<file path="src/rtl/iisl_pkg.sv">
// shared types and codes for the indexed insert/erase list unit
// no dependencies; used by iisl_store, iisl_seq and the top level
`default_nettype none

package iisl_pkg;

	// default number of list entries held in the store
	localparam int CAPACITY_DEF = 256;

	// fixed field widths
	localparam int VALUE_W = 32;
	localparam int POS_W   = 9;
	localparam int COUNT_OUT_W = 9;
	localparam int STATUS_W = 2;

	// request kinds
	typedef enum logic [1:0] {
		REQ_APPEND = 2'd0,
		REQ_INSERT = 2'd1,
		REQ_ERASE  = 2'd2,
		REQ_READ   = 2'd3
	} req_kind_t;

	// result status codes
	localparam logic [STATUS_W-1:0] ST_OK   = 2'd0;
	localparam logic [STATUS_W-1:0] ST_BAD  = 2'd1;
	localparam logic [STATUS_W-1:0] ST_FULL = 2'd2;

	typedef struct packed {
		req_kind_t                  req_type;
		logic [POS_W-1:0]           position;
		logic signed [VALUE_W-1:0]  item_value;
	} req_t;

	typedef struct packed {
		logic signed [VALUE_W-1:0]  read_value;
		logic [STATUS_W-1:0]        status;
		logic [COUNT_OUT_W-1:0]     entry_count;
	} res_t;

endpackage

`default_nettype wire

</file>
<file path="src/rtl/iisl_seq.sv">
// request sequencer: decodes a request, walks the shared index stepper over
// the store one entry per read/write pair, keeps the fill count
// depends on iisl_pkg
`default_nettype none

module iisl_seq #(
	parameter int CAPACITY = iisl_pkg::CAPACITY_DEF
) (
	input  wire logic                               clk,
	input  wire logic                               arst_n,
	input  wire logic                               req_valid,
	input  wire iisl_pkg::req_t                     req,
	output logic                                    ready,
	output logic                                    res_valid,
	output iisl_pkg::res_t                          res,
	input  wire logic                               res_take,
	output logic                                    mem_we,
	output logic [$clog2(CAPACITY)-1:0]             mem_waddr,
	output logic [iisl_pkg::VALUE_W-1:0]            mem_wdata,
	output logic [$clog2(CAPACITY)-1:0]             mem_raddr,
	input  wire logic [iisl_pkg::VALUE_W-1:0]       mem_rdata
);

	localparam int AW    = $clog2(CAPACITY);
	localparam int CW    = $clog2(CAPACITY + 1);
	localparam int CMP_W = (CW > iisl_pkg::POS_W) ? CW : iisl_pkg::POS_W;

	typedef enum logic [6:0] {
		S_IDLE    = 7'b0000001,
		S_SH_RD   = 7'b0000010,
		S_SH_WR   = 7'b0000100,
		S_PUT     = 7'b0001000,
		S_RD_ADDR = 7'b0010000,
		S_RD_DATA = 7'b0100000,
		S_DONE    = 7'b1000000
	} state_t;

	state_t                            state_q;
	logic [AW-1:0]                     idx_q;
	logic [AW-1:0]                     bound_q;
	logic                              shift_up_q;
	logic [iisl_pkg::VALUE_W-1:0]      val_q;
	logic [CW-1:0]                     count_q;
	logic [iisl_pkg::STATUS_W-1:0]     st_q;
	logic [iisl_pkg::VALUE_W-1:0]      rd_q;

	logic [AW-1:0]     step;
	logic [CMP_W-1:0]  pos_w;
	logic [CMP_W-1:0]  cnt_w;
	logic              full;

	// shared index stepper: down for an insert shift, up for an erase shift
	assign step  = shift_up_q ? (idx_q - AW'(1)) : (idx_q + AW'(1));
	assign pos_w = CMP_W'(req.position);
	assign cnt_w = CMP_W'(count_q);
	assign full  = (count_q == CW'(CAPACITY));

	always_ff @(posedge clk or negedge arst_n) begin
		if (!arst_n) begin
			state_q <= S_IDLE;
			count_q <= '0;
		end else begin
			case (state_q)
				S_IDLE: begin
					if (req_valid) begin
						case (req.req_type)
							iisl_pkg::REQ_APPEND: begin
								state_q <= full ? S_DONE : S_PUT;
							end
							iisl_pkg::REQ_INSERT: begin
								if (pos_w > cnt_w || full) begin
									state_q <= S_DONE;
								end else if (pos_w == cnt_w) begin
									state_q <= S_PUT;
								end else begin
									state_q <= S_SH_RD;
								end
							end
							iisl_pkg::REQ_ERASE: begin
								if (pos_w >= cnt_w) begin
									state_q <= S_DONE;
								end else if (pos_w == cnt_w - CMP_W'(1)) begin
									// last entry: nothing to move
									count_q <= count_q - CW'(1);
									state_q <= S_DONE;
								end else begin
									state_q <= S_SH_RD;
								end
							end
							iisl_pkg::REQ_READ: begin
								state_q <= (pos_w >= cnt_w) ? S_DONE : S_RD_ADDR;
							end
							default: state_q <= S_DONE;
						endcase
					end
				end
				S_SH_RD: state_q <= S_SH_WR;
				S_SH_WR: begin
					if (step == bound_q) begin
						if (shift_up_q) begin
							state_q <= S_PUT;
						end else begin
							count_q <= count_q - CW'(1);
							state_q <= S_DONE;
						end
					end else begin
						state_q <= S_SH_RD;
					end
				end
				S_PUT: begin
					count_q <= count_q + CW'(1);
					state_q <= S_DONE;
				end
				S_RD_ADDR: state_q <= S_RD_DATA;
				S_RD_DATA: state_q <= S_DONE;
				S_DONE: begin
					if (res_take) begin
						state_q <= S_IDLE;
					end
				end
				default: state_q <= S_IDLE;
			endcase
		end
	end

	// datapath registers
	always_ff @(posedge clk) begin
		case (state_q)
			S_IDLE: begin
				if (req_valid) begin
					val_q <= req.item_value;
					rd_q  <= '0;
					st_q  <= iisl_pkg::ST_OK;
					case (req.req_type)
						iisl_pkg::REQ_APPEND: begin
							idx_q <= count_q[AW-1:0];
							if (full) begin
								st_q <= iisl_pkg::ST_FULL;
							end
						end
						iisl_pkg::REQ_INSERT: begin
							shift_up_q <= 1'b1;
							bound_q    <= pos_w[AW-1:0];
							if (pos_w > cnt_w) begin
								st_q <= iisl_pkg::ST_BAD;
							end else if (full) begin
								st_q <= iisl_pkg::ST_FULL;
							end else if (pos_w == cnt_w) begin
								idx_q <= pos_w[AW-1:0];
							end else begin
								idx_q <= count_q[AW-1:0];
							end
						end
						iisl_pkg::REQ_ERASE: begin
							shift_up_q <= 1'b0;
							idx_q      <= pos_w[AW-1:0];
							bound_q    <= count_q[AW-1:0] - AW'(1);
							if (pos_w >= cnt_w) begin
								st_q <= iisl_pkg::ST_BAD;
							end
						end
						iisl_pkg::REQ_READ: begin
							idx_q <= pos_w[AW-1:0];
							if (pos_w >= cnt_w) begin
								st_q <= iisl_pkg::ST_BAD;
							end
						end
						default: st_q <= iisl_pkg::ST_BAD;
					endcase
				end
			end
			S_SH_WR: idx_q <= step;
			S_RD_DATA: rd_q <= mem_rdata;
			default: ;
		endcase
	end

	always_comb begin
		mem_we    = 1'b0;
		mem_waddr = idx_q;
		mem_wdata = mem_rdata;
		mem_raddr = idx_q;
		case (state_q)
			S_SH_RD: mem_raddr = step;
			S_SH_WR: mem_we = 1'b1;
			S_PUT: begin
				mem_we    = 1'b1;
				mem_wdata = val_q;
			end
			default: ;
		endcase
	end

	assign ready     = (state_q == S_IDLE);
	assign res_valid = (state_q == S_DONE);
	assign res.read_value  = rd_q;
	assign res.status      = st_q;
	assign res.entry_count = cnt_w[iisl_pkg::COUNT_OUT_W-1:0];

	a_count_bound: assert property (@(posedge clk) disable iff (!arst_n)
		count_q <= CW'(CAPACITY))
		else $error("fill count above capacity");

	a_count_step: assert property (@(posedge clk) disable iff (!arst_n)
		1'b1 |=> (count_q == $past(count_q) || count_q == $past(count_q) + CW'(1)
			|| count_q == $past(count_q) - CW'(1)))
		else $error("fill count moved by more than one");

	a_accept_busy: assert property (@(posedge clk) disable iff (!arst_n)
		(req_valid && ready) |=> !ready)
		else $error("sequencer still idle after taking a request");

	a_write_states: assert property (@(posedge clk) disable iff (!arst_n)
		mem_we |-> (state_q == S_SH_WR || state_q == S_PUT))
		else $error("store written outside a write step");

endmodule

`default_nettype wire

</file>
<file path="config.mk">
export PLATFORM = sky130hd
export DESIGN_NAME = iisl_seq
export DESIGN_NICKNAME = d
export VERILOG_FILES = /design/src/rtl/iisl_pkg.sv /design/src/rtl/iisl_seq.sv
export SDC_FILE = /design/constraint.sdc
export NUM_CORES = 1
export LEC_CHECK = 0
export BUFFER_PORTS_ARGS = -buffer_cell sky130_fd_sc_hd__clkbuf_2
export CORE_UTILIZATION = 45
export DETAILED_ROUTE_END_ITERATION = 8
export PLACE_DENSITY_LB_ADDON = 0.2
export SETUP_SLACK_MARGIN = 0.1
export SYNTH_ARGS = -nofsm -noshare
export SYNTH_HDL_FRONTEND = slang
export SYNTH_SLANG_ARGS = --single-unit
</file>
<file path="constraint.sdc">
create_clock -name clk -period 2.6 [get_ports clk]
set_input_delay 0.52 -clock clk [delete_from_list [all_inputs] [get_ports clk]]
set_output_delay 0.52 -clock clk [all_outputs]
set_load 0.05 [all_outputs]
</file>
==> results.cfg <==
[status]
status = finished, violations left
violations = setup timing

[placed_design]
placed_area_mm2 = 0.00753
dpl.cell_count = 942
dp_hpwl_um = 11700
dp_slack_ns = -0.357
gp_congestion = 0.885
port_buffers = 172

[logic_synthesis]
yosysUniqueCellTypes = 74
synth_ff_type = edfxtp_1
synth_seq_cells = 99
yosysTopAreaCell = edfxtp_1
syn_area_mm2 = 0.00572
synthArstFlopShare = 0.162
synthTopCellsByArea = edfxtp_1, nand2_1, dfrtp_1, xnor2_1, ha_1
seq_area_frac_synth = 0.506
synth_top_area_share = 0.435
synth_cells = 546
synth_edf_count = 83
synth-warning-count = 0
syn_avg_cell_area_um2 = 10.5
synth_nets = 648

[timing]
timing.setup.tns_ns = -6.52
layout_min_cycle_time_ns = 3.06
fmax_mhz = 327
skew_ns = 0.0126
slew_viol_final = 0
worst_pin_slew_ns = 0.446
rsz0062_at_grt = true
hold_viol_final = 0
slew_headroom = 0.702
setup_viol = 21
period_share = 1.18
worst_slack_ns = -0.457

[worst_setup_path]
worstPathMaxFanout = 3
reg2reg_depth = 11
path_class = flip-flop to output port
critPathArrivalTime_ns = 2.54
startpoint_type = flip-flop
endpoint_kind = output port
crit_required_ns = 2.08

[detailed_routing]
drt-initial-drc-count = 489
firstDrtPassIters = 5
wire_per_inst_um = 17.8
routed_wl_um = 17900
vias = 5412
drc = 0
antenna_left = 0
viasPerCell = 5.38

[die]
ios = 173
start_util = 0.469
core_mm2 = 0.0122
die_y_um = 115
die_x_um = 115
die_area_mm2 = 0.0132
placementRows = 40

[power_and_ir_drop]
leakage_nw = 3.94
peakVddDrop_mv = 0.636
power-per-cell-area_mw_per_mm2 = 1130

[job]
cap_violations = 0

[cts]
clock-sinks = 99
h-tree-depth = 3
postCtsHoldBufs = 0
clockRootBuffer = clkbuf_16
clkLatencyLatePin_ns = 0.35
clock_path_buffers = 2
clk_pin_slew_ns = 0.07
cts_tree = yes
numCtsBuffers = 9

[final_layout]
diodes = 0
nets = 935
syn_to_final_growth_pct = 56.2
final_cell_area_mm2 = 0.00894
layout_commonest_cell = clkbuf_2
nFillCells = 882
seqCellArea_mm2 = 0.00291
fin_cells = 1006
drive_gt1_frac = 0.500
multiInputGateArea_mm2 = 0.00312
final_cell_mix = clkbuf_2, nand2_1, buf_4, edfxtp_1, nor2_1

[min_path]
min_path_type = primary input to async pin

[global_route]
antenna_found_initial = 0
gr-usage-all-layers = 0.257
grt_pass1_vias = 5088
grt_max_degree = 33
grt_first_pass_wirelength_um = 25500
grt_overflow = 0
==> final timing paths <==
| check | start | endpoint | slack (ns) |
|---|---|---|---|
| setup / recovery | shift_up_q | mem_raddr[5] | -0.46 |
| hold / removal | arst_n | cnt_w[7] | 0.10 |
| setup reg to reg | shift_up_q | cnt_w[8] | -0.45 |
| hold reg to reg | cnt_w[6] | cnt_w[6] | 0.58 |
| max in group asynchronous | arst_n | cnt_w[6] | 2.15 |
| min in group clk | req[2] | val_q[2] | 0.34 |
==> logic make-up (layout without fill, tap and decap cells) <==
group                      count (synthesis)  in the layout  share of synthesized area
AOI/OAI and AO/OA                         81             81                      0.103
xor gates and xnor gates                  40             40                     0.0684
adders and majority gates                 23             23                     0.0516
buffers and inverters                     47            337                     0.0334
DFF                                       99             99                      0.506
muxes                                      9              9                     0.0170
and+or+nand+nor                          247            249                      0.221
==> where the power goes <==
part / internal, mW / switching (mW) / total, mW
sequential: 2.31 / 0.205 / 2.52
combinational: 2.51 / 3.71 / 6.23
clock: 0.755 / 0.596 / 1.35
total: 5.58 / 4.51 / 10.1
==> through the flow <==
stage / hold WS (ns) / total power [mW] / util
2_1_floorplan: 0.224 / 6.00 / -
3_3_place_gp: 0.483 / 7.50 / 0.616
3_5_place_dp: 0.485 / 7.61 / 0.616
4_1_cts: 0.112 / 9.52 / 0.688
5_1_grt: 0.134 / 10.6 / 0.732
6_report: 0.104 / 10.1 / 0.732
==> critical path, cell delays in order, from the launching register on <==
cell and delay [ns]:
edfxtp_1 0.42, buf_4 0.16, buf_6 0.12, ha_4 0.24, a211oi_4 0.24, nor2_2 0.10, o21ai_1 0.20, nor2b_4 0.19
xnor2_2 0.07, mux2_4 0.27, clkbuf_16 0.17
==> cell type report <==
class / count / share of cell area
well taps: 168 / 0.0235
inverters: 22 / 0.0106
multi-input cells: 402 / 0.349
clock inverters: 5 / 0.00686
repair buffers: 299 / 0.259
clock buffers: 11 / 0.0260
flip-flops and latches: 99 / 0.325
==> timing repair <==
| item | in CTS | in global routing |
|---|---|---|
| resized for setup | 59 | 156 |
| setup buffers | 29 | 16 |
| endpoints found under the setup margin | 56 | 70 |
| pin swaps | 35 | 28 |
| gates cloned | 4 | 1 |
==> flip-flops by register name, indices dropped and copies added (netlist names) <==
signal	flops
bound_q	8
cnt_w	9
mem_waddr	8
rd_q	32
shift_up_q	1
st_q	2
state_q	7
val_q	32
==> metal layers <==
metal	vias to the layer above	track usage	part of all wire
li1	2536	-	-
met1	2595	0.318	0.40
met2	248	0.437	0.51
met3	33	0.0554	0.072
met4	0	0.107	0.021
met5	-	0	0
==> cell usage after synthesis, types with 5 or more instances <==
cell	number
nand2_1	116
edfxtp_1	83
nor2_1	38
xnor2_1	35
and2_1	33
a21oi_1	28
ha_1	22
inv_1	21
clkbuf_1	17
dfrtp_1	15
o21ai_0	10
a221oi_1	8
a221oi_2	7
nor3_1	7
nor4_1	7
mux2_2	6
nand3_1	5
Note: power is estimated with default switching activity, not from simulation.
